[src/rtl/core/lcdseq_pkg.sv]
// ----------------------------------------------------------------------------
// lcdseq_pkg
// Shared types and constants of the character LCD bus sequencer.
// ----------------------------------------------------------------------------
package lcdseq_pkg;

  localparam int unsigned SHORT_WAIT_US = 50;
  localparam int unsigned LONG_WAIT_US  = 2000;

  localparam int CFG_IDX_W  = 3;
  localparam int CFG_DATA_W = 16;
  localparam int WAIT_W     = 26;
  localparam int HOLD_W     = 36;

  // configuration register indexes
  localparam logic [CFG_IDX_W-1:0] REG_BUS_8BIT      = 3'd0;
  localparam logic [CFG_IDX_W-1:0] REG_TWO_LINES     = 3'd1;
  localparam logic [CFG_IDX_W-1:0] REG_LARGE_FONT    = 3'd2;
  localparam logic [CFG_IDX_W-1:0] REG_CYCLES_PER_US = 3'd3;
  localparam logic [CFG_IDX_W-1:0] REG_PULSE_CYCLES  = 3'd4;
  localparam logic [CFG_IDX_W-1:0] REG_CHAR_DELAY_MS = 3'd5;

  // request codes
  localparam logic [3:0] REQ_CHAR    = 4'd0;
  localparam logic [3:0] REQ_CLEAR   = 4'd1;
  localparam logic [3:0] REQ_HOME    = 4'd2;
  localparam logic [3:0] REQ_ADDR    = 4'd3;
  localparam logic [3:0] REQ_DISPLAY = 4'd4;
  localparam logic [3:0] REQ_ENTRY   = 4'd5;
  localparam logic [3:0] REQ_SHIFT_L = 4'd6;
  localparam logic [3:0] REQ_SHIFT_R = 4'd7;
  localparam logic [3:0] REQ_FUNCSET = 4'd8;
  localparam logic [3:0] REQ_INIT    = 4'd9;

  // controller commands
  localparam logic [7:0] CMD_CLEAR       = 8'h01;
  localparam logic [7:0] CMD_HOME        = 8'h02;
  localparam logic [7:0] CMD_SET_ADDR    = 8'h80;
  localparam logic [7:0] ADDR_MASK       = 8'h7F;
  localparam logic [7:0] CMD_DISPLAY     = 8'h08;
  localparam logic [7:0] CMD_SHIFT_L     = 8'h18;
  localparam logic [7:0] CMD_SHIFT_R     = 8'h1C;
  localparam logic [7:0] CMD_FUNCSET     = 8'h20;
  localparam logic [7:0] CMD_DISPLAY_ON  = 8'h0C;
  localparam logic [7:0] CMD_ENTRY_RIGHT = 8'h06;

  typedef struct packed {
    logic                  bus_8bit;
    logic                  two_lines;
    logic                  large_font;
    logic [9:0]            cycles_per_us;
    logic [7:0]            pulse_cycles;
    logic [15:0]           char_delay_ms;
  } cfg_t;

  typedef struct packed {
    logic [3:0] req_type;
    logic [7:0] char_code;
    logic [7:0] ddram_addr;
    logic       disp_enable;
    logic [1:0] cursor_style;
    logic [1:0] entry_mode;
  } in_item_t;

  typedef struct packed {
    logic              reg_select;
    logic              enable_pin;
    logic [7:0]        bus_value;
    logic [HOLD_W-1:0] hold_cycles;
    logic              last_phase;
  } out_item_t;

  // classified request handed from front to back
  typedef struct packed {
    logic              rs;
    logic              init;
    logic [7:0]        byte0;
    logic [WAIT_W-1:0] wait_us;
  } job_t;

endpackage

[src/rtl/core/lcdseq_front.sv]
// ----------------------------------------------------------------------------
// lcdseq_front
// Accepts requests, encodes the command or data byte and its settle wait.
// ----------------------------------------------------------------------------
module lcdseq_front (
  input  lcdseq_pkg::in_item_t in_item,
  input  logic                 start,
  input  logic                 full,
  input  lcdseq_pkg::cfg_t     cfg,
  output logic                 push,
  output lcdseq_pkg::job_t     job
);

  logic                          accept;
  logic                          known;
  logic [7:0]                    funcset;
  logic [7:0]                    entry_byte;
  logic [lcdseq_pkg::WAIT_W-1:0] delay_ext;
  logic [lcdseq_pkg::WAIT_W-1:0] char_wait;

  assign accept = start & ~full;
  assign push   = accept & known;

  assign funcset = lcdseq_pkg::CMD_FUNCSET | {3'b000, cfg.bus_8bit, cfg.two_lines,
                   cfg.large_font, 2'b00};

  // ms * 1000 as shifts: 1024 - 16 - 8
  assign delay_ext = lcdseq_pkg::WAIT_W'(cfg.char_delay_ms);
  assign char_wait = lcdseq_pkg::WAIT_W'(lcdseq_pkg::SHORT_WAIT_US)
                   + (delay_ext << 10) - (delay_ext << 4) - (delay_ext << 3);

  always_comb begin
    case (in_item.entry_mode)
      2'd0:    entry_byte = 8'h06;
      2'd1:    entry_byte = 8'h04;
      2'd2:    entry_byte = 8'h05;
      default: entry_byte = 8'h07;
    endcase
  end

  always_comb begin
    known       = 1'b1;
    job.rs      = 1'b0;
    job.init    = 1'b0;
    job.byte0   = 8'h00;
    job.wait_us = lcdseq_pkg::WAIT_W'(lcdseq_pkg::SHORT_WAIT_US);
    case (in_item.req_type)
      lcdseq_pkg::REQ_CHAR: begin
        job.rs      = 1'b1;
        job.byte0   = in_item.char_code;
        job.wait_us = char_wait;
      end
      lcdseq_pkg::REQ_CLEAR: begin
        job.byte0   = lcdseq_pkg::CMD_CLEAR;
        job.wait_us = lcdseq_pkg::WAIT_W'(lcdseq_pkg::LONG_WAIT_US);
      end
      lcdseq_pkg::REQ_HOME: begin
        job.byte0   = lcdseq_pkg::CMD_HOME;
        job.wait_us = lcdseq_pkg::WAIT_W'(lcdseq_pkg::LONG_WAIT_US);
      end
      lcdseq_pkg::REQ_ADDR: begin
        job.byte0 = lcdseq_pkg::CMD_SET_ADDR | (in_item.ddram_addr & lcdseq_pkg::ADDR_MASK);
      end
      lcdseq_pkg::REQ_DISPLAY: begin
        job.byte0 = lcdseq_pkg::CMD_DISPLAY | {5'b00000, in_item.disp_enable,
                    in_item.cursor_style[0], in_item.cursor_style[1]};
      end
      lcdseq_pkg::REQ_ENTRY:   job.byte0 = entry_byte;
      lcdseq_pkg::REQ_SHIFT_L: job.byte0 = lcdseq_pkg::CMD_SHIFT_L;
      lcdseq_pkg::REQ_SHIFT_R: job.byte0 = lcdseq_pkg::CMD_SHIFT_R;
      lcdseq_pkg::REQ_FUNCSET: job.byte0 = funcset;
      lcdseq_pkg::REQ_INIT: begin
        job.init  = 1'b1;
        job.byte0 = funcset;
      end
      // drop unknown requests
      default: known = 1'b0;
    endcase
  end

endmodule

[src/rtl/core/lcdseq_fifo.sv]
// ----------------------------------------------------------------------------
// lcdseq_fifo
// Two-entry job queue between the front decoder and the phase sequencer.
// ----------------------------------------------------------------------------
module lcdseq_fifo (
  input  logic             clk,
  input  logic             rst_n,
  input  logic             push,
  input  lcdseq_pkg::job_t push_job,
  input  logic             pop,
  output lcdseq_pkg::job_t pop_job,
  output logic             empty,
  output logic             full
);

  lcdseq_pkg::job_t mem_r [2];
  logic             wr_ptr_r;
  logic             rd_ptr_r;
  logic [1:0]       cnt_r;

  assign empty   = (cnt_r == 2'd0);
  assign full    = (cnt_r == 2'd2);
  assign pop_job = mem_r[rd_ptr_r];

  always_ff @(posedge clk) begin
    if (push) begin
      mem_r[wr_ptr_r] <= push_job;
    end
  end

  always_ff @(posedge clk) begin
    if (!rst_n) begin
      wr_ptr_r <= 1'b0;
      rd_ptr_r <= 1'b0;
      cnt_r    <= 2'd0;
    end else begin
      if (push) begin
        wr_ptr_r <= ~wr_ptr_r;
      end
      if (pop) begin
        rd_ptr_r <= ~rd_ptr_r;
      end
      case ({push, pop})
        2'b10:   cnt_r <= cnt_r + 2'd1;
        2'b01:   cnt_r <= cnt_r - 2'd1;
        default: cnt_r <= cnt_r;
      endcase
    end
  end

`ifndef SYNTH
  a_no_overflow: assert property (@(posedge clk) disable iff (!rst_n)
    push |-> !full) else $error("job queue overflow");
  a_no_underflow: assert property (@(posedge clk) disable iff (!rst_n)
    pop |-> !empty) else $error("job queue underflow");
`endif

endmodule

[src/rtl/core/lcdseq_back.sv]
// ----------------------------------------------------------------------------
// lcdseq_back
// Phase sequencer: walks the bytes of a job and emits one pin phase a cycle.
// ----------------------------------------------------------------------------
module lcdseq_back (
  input  logic                  clk,
  input  logic                  rst_n,
  input  lcdseq_pkg::cfg_t      cfg,
  input  logic                  fifo_empty,
  input  lcdseq_pkg::job_t      fifo_job,
  output logic                  pop,
  output logic                  out_valid,
  output lcdseq_pkg::out_item_t out_item
);

  lcdseq_pkg::job_t      job_r;
  logic                  active_r;
  logic [2:0]            ph_r;
  logic [1:0]            byte_idx_r;
  logic                  out_valid_r;
  lcdseq_pkg::out_item_t out_r;

  logic [7:0]                    cur_byte;
  logic                          last_byte;
  logic [lcdseq_pkg::WAIT_W-1:0] cur_wait;
  logic [2:0]                    settle_ph;
  logic                          settle;
  logic [9:0]                    cpu;
  logic [7:0]                    pulse;
  logic                          done_job;
  lcdseq_pkg::out_item_t         phase;

  always_comb begin
    cur_byte = job_r.byte0;
    if (job_r.init) begin
      case (byte_idx_r)
        2'd0:    cur_byte = job_r.byte0;
        2'd1:    cur_byte = lcdseq_pkg::CMD_DISPLAY_ON;
        2'd2:    cur_byte = lcdseq_pkg::CMD_ENTRY_RIGHT;
        default: cur_byte = lcdseq_pkg::CMD_CLEAR;
      endcase
    end
  end

  assign last_byte = ~job_r.init | (byte_idx_r == 2'd3);
  assign cur_wait  = (job_r.init && last_byte) ?
                     lcdseq_pkg::WAIT_W'(lcdseq_pkg::LONG_WAIT_US) : job_r.wait_us;

  assign settle_ph = cfg.bus_8bit ? 3'd2 : 3'd4;
  assign settle    = (ph_r == settle_ph);
  assign cpu       = (cfg.cycles_per_us == 10'd0) ? 10'd1 : cfg.cycles_per_us;
  assign pulse     = (cfg.pulse_cycles == 8'd0) ? 8'd1 : cfg.pulse_cycles;
  assign done_job  = active_r & settle & last_byte;
  assign pop       = ~fifo_empty & (~active_r | done_job);

  always_comb begin
    phase.reg_select = job_r.rs;
    // strobe pairs go low then high; the settle phase is even and low
    phase.enable_pin = ph_r[0];
    if (cfg.bus_8bit) begin
      phase.bus_value = cur_byte;
    end else if (ph_r < 3'd2) begin
      phase.bus_value = {cur_byte[7:4], 4'h0};
    end else begin
      phase.bus_value = {cur_byte[3:0], 4'h0};
    end
    if (settle) begin
      phase.hold_cycles = lcdseq_pkg::HOLD_W'(cpu) * lcdseq_pkg::HOLD_W'(cur_wait);
    end else begin
      phase.hold_cycles = lcdseq_pkg::HOLD_W'(pulse);
    end
    phase.last_phase = settle & last_byte;
  end

  always_ff @(posedge clk) begin
    if (active_r) begin
      out_r <= phase;
    end
    if (pop) begin
      job_r <= fifo_job;
    end
  end

  always_ff @(posedge clk) begin
    if (!rst_n) begin
      active_r    <= 1'b0;
      ph_r        <= 3'd0;
      byte_idx_r  <= 2'd0;
      out_valid_r <= 1'b0;
    end else begin
      out_valid_r <= active_r;
      if (pop) begin
        active_r   <= 1'b1;
        ph_r       <= 3'd0;
        byte_idx_r <= 2'd0;
      end else if (done_job) begin
        active_r <= 1'b0;
      end else if (active_r) begin
        if (settle) begin
          // advance to the next byte of an init sequence
          ph_r       <= 3'd0;
          byte_idx_r <= byte_idx_r + 2'd1;
        end else begin
          ph_r <= ph_r + 3'd1;
        end
      end
    end
  end

  assign out_valid = out_valid_r;
  assign out_item  = out_r;

`ifndef SYNTH
  a_strobe_followed: assert property (@(posedge clk) disable iff (!rst_n)
    out_valid_r && out_r.enable_pin |=> out_valid_r)
    else $error("enable high phase not followed by another phase");
  a_last_is_settle: assert property (@(posedge clk) disable iff (!rst_n)
    out_valid_r && out_r.last_phase |-> !out_r.enable_pin && out_r.hold_cycles != '0)
    else $error("final phase is not a settle phase");
`endif

endmodule

[src/rtl/core/char_lcd_bus_sequencer_core.sv]
// ----------------------------------------------------------------------------
// char_lcd_bus_sequencer_core
// Turns character LCD requests into a stream of pin phases.
// ----------------------------------------------------------------------------
// One request expands to 3 phases per byte on an 8-bit bus or 5 per byte in
// 4-bit mode; init sends four bytes, so a request yields 3 to 20 phases. The
// back sequencer emits one phase per clock on out_item with out_valid high for
// that single cycle, and the receiver cannot hold it off: it must capture each
// phase and play out hold_cycles itself. A request is taken when start is high
// and busy is low; busy rises only when the two-entry job queue in front of the
// sequencer is full, so back-to-back requests are taken while earlier ones are
// still emitting. Sustained request rate is set by the sequencer and the phase
// count of each request. Unknown request codes are taken and produce no phases.
// ----------------------------------------------------------------------------
module char_lcd_bus_sequencer_core (
  input  logic                                clk,
  input  logic                                rst_n,
  input  logic                                start,
  output logic                                busy,
  input  lcdseq_pkg::in_item_t                in_item,
  output logic                                out_valid,
  output lcdseq_pkg::out_item_t               out_item,
  input  logic                                cfg_we,
  input  logic [lcdseq_pkg::CFG_IDX_W-1:0]    cfg_index,
  input  logic [lcdseq_pkg::CFG_DATA_W-1:0]   cfg_data
);

  lcdseq_pkg::cfg_t cfg_r;
  lcdseq_pkg::job_t push_job;
  lcdseq_pkg::job_t pop_job;
  logic             push;
  logic             pop;
  logic             fifo_empty;
  logic             fifo_full;

  always_ff @(posedge clk) begin
    if (!rst_n) begin
      cfg_r.bus_8bit      <= 1'b0;
      cfg_r.two_lines     <= 1'b1;
      cfg_r.large_font    <= 1'b0;
      cfg_r.cycles_per_us <= 10'd16;
      cfg_r.pulse_cycles  <= 8'd3;
      cfg_r.char_delay_ms <= 16'd0;
    end else if (cfg_we) begin
      case (cfg_index)
        lcdseq_pkg::REG_BUS_8BIT:      cfg_r.bus_8bit      <= cfg_data[0];
        lcdseq_pkg::REG_TWO_LINES:     cfg_r.two_lines     <= cfg_data[0];
        lcdseq_pkg::REG_LARGE_FONT:    cfg_r.large_font    <= cfg_data[0];
        lcdseq_pkg::REG_CYCLES_PER_US: cfg_r.cycles_per_us <= cfg_data[9:0];
        lcdseq_pkg::REG_PULSE_CYCLES:  cfg_r.pulse_cycles  <= cfg_data[7:0];
        lcdseq_pkg::REG_CHAR_DELAY_MS: cfg_r.char_delay_ms <= cfg_data[15:0];
        default: ;
      endcase
    end
  end

  assign busy = fifo_full;

  lcdseq_front u_front (
    .in_item (in_item),
    .start   (start),
    .full    (fifo_full),
    .cfg     (cfg_r),
    .push    (push),
    .job     (push_job)
  );

  lcdseq_fifo u_fifo (
    .clk      (clk),
    .rst_n    (rst_n),
    .push     (push),
    .push_job (push_job),
    .pop      (pop),
    .pop_job  (pop_job),
    .empty    (fifo_empty),
    .full     (fifo_full)
  );

  lcdseq_back u_back (
    .clk        (clk),
    .rst_n      (rst_n),
    .cfg        (cfg_r),
    .fifo_empty (fifo_empty),
    .fifo_job   (pop_job),
    .pop        (pop),
    .out_valid  (out_valid),
    .out_item   (out_item)
  );

endmodule
[config.mk]
export PLATFORM = sky130hd
export DESIGN_NAME = char_lcd_bus_sequencer_core
export DESIGN_NICKNAME = d
export VERILOG_FILES = /design/src/rtl/core/lcdseq_pkg.sv /design/src/rtl/core/lcdseq_front.sv /design/src/rtl/core/lcdseq_fifo.sv /design/src/rtl/core/lcdseq_back.sv /design/src/rtl/core/char_lcd_bus_sequencer_core.sv
export SDC_FILE = /design/constraint.sdc
export NUM_CORES = 1
export LEC_CHECK = 0
export BUFFER_PORTS_ARGS = -buffer_cell sky130_fd_sc_hd__buf_4
export CORE_MARGIN = 2
export CORE_UTILIZATION = 51
export CTS_CLUSTER_SIZE = 12
export DETAILED_ROUTE_END_ITERATION = 12
export PLACE_DENSITY_LB_ADDON = 0.12
export SYNTH_ARGS = -nofsm -noshare
export SYNTH_HDL_FRONTEND = slang
export SYNTH_HIERARCHICAL = 1
export SYNTH_SLANG_ARGS = --single-unit
[constraint.sdc]
create_clock -name clk -period 8.3 [get_ports clk]
set_clock_uncertainty 0.1 [all_clocks]
set_input_delay 2.075 -clock clk [delete_from_list [all_inputs] [get_ports clk]]
set_output_delay 2.075 -clock clk [all_outputs]
set_load 0.03 [all_outputs]
==> flow_summary.json <==
{
  "cts.htree.levels": 1,
  "synth-adder-area-share_pct": 29.84,
  "synth_area_sq_mm": 0.01788,
  "yosysMostFrequentCell": "inv_1",
  "ys_warn_count": 6,
  "path_cells": "ha_1 -> nand2_4 -> nand2b_1 -> nand2_1 -> fa_1 -> inv_1 -> fa_1 -> fa_1 -> fa_1 -> inv_1 -> fa_1 -> inv_1 -> ha_1 -> and3_1 -> and4_1 -> o21a_1 -> a211o_1 -> a31oi_1 -> o21ai_0 -> xnor2_1 -> nor2_1",
  "io_pins": 97,
  "async_reset_ff_share_pct": 0,
  "dpl_cell_area_sq_mm": 0.01887,
  "seq_area_sq_mm": 0.005637,
  "synth_cells": 1776,
  "rsz0062_at_grt": "no",
  "drv_cap": 0,
  "antenna_found_initial": 0,
  "die_w_microns": 191.2,
  "whs_ns": 0.3366,
  "drtIter0Drc": 791,
  "dieArea_sq_mm": 0.03657,
  "grt.total_usage_pct": 22.04,
  "yosysTopAreaCell": "edfxtp_1",
  "fin_setup_tns_ns": 0,
  "synth_top_family_by_area": "adder cells",
  "cpMaxStageDelayCell": "fa_1",
  "postCtsHoldBufs": 0,
  "power_density_mw_per_mm2": 237.9,
  "synth_top_area_share_pct": 26.03,
  "cts.clk_slew.worst_paths_ns": 0.06,
  "status": "complete, no violations",
  "grt_pass1_vias": 12500,
  "synthFlopType": "edfxtp_1",
  "overflow": 0,
  "crit_top_cell": "fa_1",
  "drive_gt1_share_pct": 10.90,
  "synthTopCellsByArea": "edfxtp_1 26%, fa_1 22%, ha_1 7.6%, dfxtp_1 5.5%, inv_1 5.1%",
  "maxSlewHeadroom_pct": 17.95,
  "synth_compound_area_share_pct": 8.201,
  "via_count": 12320,
  "maxSlewViolCount": 0,
  "antenna_cells": 0,
  "avgSynthCellArea_sq_um": 10.07,
  "grt_first_pass_wirelength_microns": 64520,
  "worstPathArrival_ns": 7.34,
  "via_per_inst": 5.404,
  "critical_path_class": "reg -> reg",
  "ys_seq_area_share_pct": 31.52,
  "endpoint_kind": "flip-flop",
  "stdcell_area_sq_mm": 0.01963,
  "ys_ff_latch": 204,
  "area_growth_pct": 9.783,
  "fin_crit_ns": 7.180,
  "cp_data_required_time_ns": 8.46,
  "clock_sinks": 204,
  "dr.pass1.iters": 5,
  "antenna_left": 0,
  "synthMuxAreaShare_pct": 4.877,
  "synth_cell_types": 76,
  "fin_nets": 2164,
  "synth_edf_count": 155,
  "core_sq_mm": 0.03454,
  "cts_buffers": 24,
  "synth-simple-area-share_pct": 15.39,
  "crit_path_max_incr_delay_ns": 0.56,
  "clock_path_buffers": 3,
  "tightest_slew_ns": 1.229,
  "fp.dieH_microns": 191.2,
  "dp.cells": 2238,
  "setup_viol": 0,
  "wl_microns": 38770,
  "hold_class": "reg -> reg",
  "initial_utilization_pct": 51.76,
  "peakVddDrop_mv": 0.1528,
  "clock_latency_ns": 0.53,
  "synth-xor-area-share_pct": 2.596,
  "clock.fmax_mhz": 139.3,
  "drc_errors": 0,
  "routedWlPerCell_microns": 17.00,
  "place_hpwl_microns": 29700,
  "io_buffers": 95,
  "gp_congestion": 0.8627,
  "timing_hold_violations_final": 0,
  "rows": 68,
  "multi_input_area_sq_mm": 0.01092,
  "fillers": 3069,
  "p_leak_uw": 0.009125,
  "cts_tree": "done",
  "synthTopCellsByCount": "243 x inv_1, 220 x nand2_1, 199 x fa_1",
  "post-cts-setup-buffers": 0,
  "cp_max_fo": 58,
  "critPathLaunchType": "flip-flop",
  "cts_resized": 0,
  "grt_max_degree": 65,
  "finalCritPeriodShare_pct": 86.51,
  "fin_cells": 2280,
  "root_buffer": "clkbuf_16",
  "p_total_uw": 4670
}
==> report_power, final <==
part	switching, uW	internal, uW	total, uW
Sequential	165	1380	1540
Combinational	1310	804	2120
Clock	408	603	1010
Total	1880	2790	4670
==> placed cells by master (no fill, tap or decap), drive strengths merged, types with 9 or more instances in the layout <==
| cell type | synthesis | final |
|---|---|---|
| nand2 | 220 | 220 |
| and2 | 42 | 42 |
| ha | 108 | 108 |
| inv | 243 | 245 |
| o21a | 10 | 10 |
| o21ai | 42 | 42 |
| fa | 199 | 199 |
| xor2 | 20 | 20 |
| nand3 | 44 | 44 |
| nor2b | 23 | 23 |
| a21o | 25 | 25 |
| xnor2 | 33 | 33 |
| buf | 22 | 110 |
| and3 | 106 | 106 |
| a21oi | 66 | 66 |
| nor2 | 81 | 81 |
| dfxtp | 49 | 49 |
| mux2i | 41 | 41 |
| mux2 | 41 | 41 |
| edfxtp | 155 | 155 |
| nand2b | 9 | 9 |
| clkbuf | 82 | 30 |
| nand4 | 10 | 10 |
==> metrics by stage <==
step           worst slack, ns  utilization [%]
5_1_grt                 0.7619            56.83
3_5_place_dp             1.139            54.63
3_3_place_gp             1.240            54.63
4_1_cts                  1.123            56.83
2_1_floorplan            1.547                -
6_report                 1.120            56.83
==> cell type report <==
cell class | count | area share (%)
multi-input combinational | 1225 | 55.64
sequential | 204 | 28.71
inverter | 244 | 4.666
timing repair buffer | 110 | 4.207
clock buffer | 30 | 3.225
tap | 455 | 2.900
clock inverter | 12 | 0.6438
==> worst max-delay path, delay by kind of cell (launching register included) <==
| kind | cells | cell delay [ns] |
|---|---|---|
| buffers and inverters | 3 | 0.15 |
| XOR/XNOR | 1 | 0.23 |
| flip-flops | 1 | 0.41 |
| adder cells (fa/ha/maj) | 7 | 3.28 |
| AO/OA/AOI/OAI | 4 | 1.21 |
| AND/OR/NAND/NOR | 6 | 1.50 |
==> flip-flops by register name, summed over array words and instances (netlist names), named ones only <==
register	count
u_fifo/mem_r	72
u_back/active_r	1
u_fifo/wr_ptr_r	1
u_fifo/rd_ptr_r	1
u_back/job_r	36
u_fifo/cnt_r	2
u_back/ph_r	3
cfg_r	37
u_back/byte_idx_r	2
u_back/out_item	47
u_back/out_valid	1
==> final timing paths <==
path	from	end	slack [ns]	cells past startpoint
worst max-delay path	u_back/byte_idx_r[0]	u_back/out_item[26]	1.12	21
worst min-delay path	u_back/job_r[35]	u_back/out_item[46]	0.34	0
worst max register to register	u_back/byte_idx_r[0]	u_back/out_item[26]	1.12	21
worst min register to register	u_back/job_r[35]	u_back/out_item[46]	0.34	0
==> routing by layer <==
metal | GRT usage, % | up-vias | part of all wire (%)
met1 | 32.74 | 6045 | 48
met4 | 4.704 | 0 | 1.7
li1 | - | 5954 | -
met3 | 2.956 | 48 | 4.6
met5 | 0 | - | 0
met2 | 34.56 | 274 | 45
==> cells by family after synthesis <==
kind of cell | count (synthesis)
AOI/OAI and AO/OA | 218
xor gates and xnor gates | 53
adders and majority gates | 307
buffers and inverters | 348
DFF | 204
muxes | 82
other | 1
and+or+nand+nor | 563
Note: power is estimated with default switching activity, not from simulation.
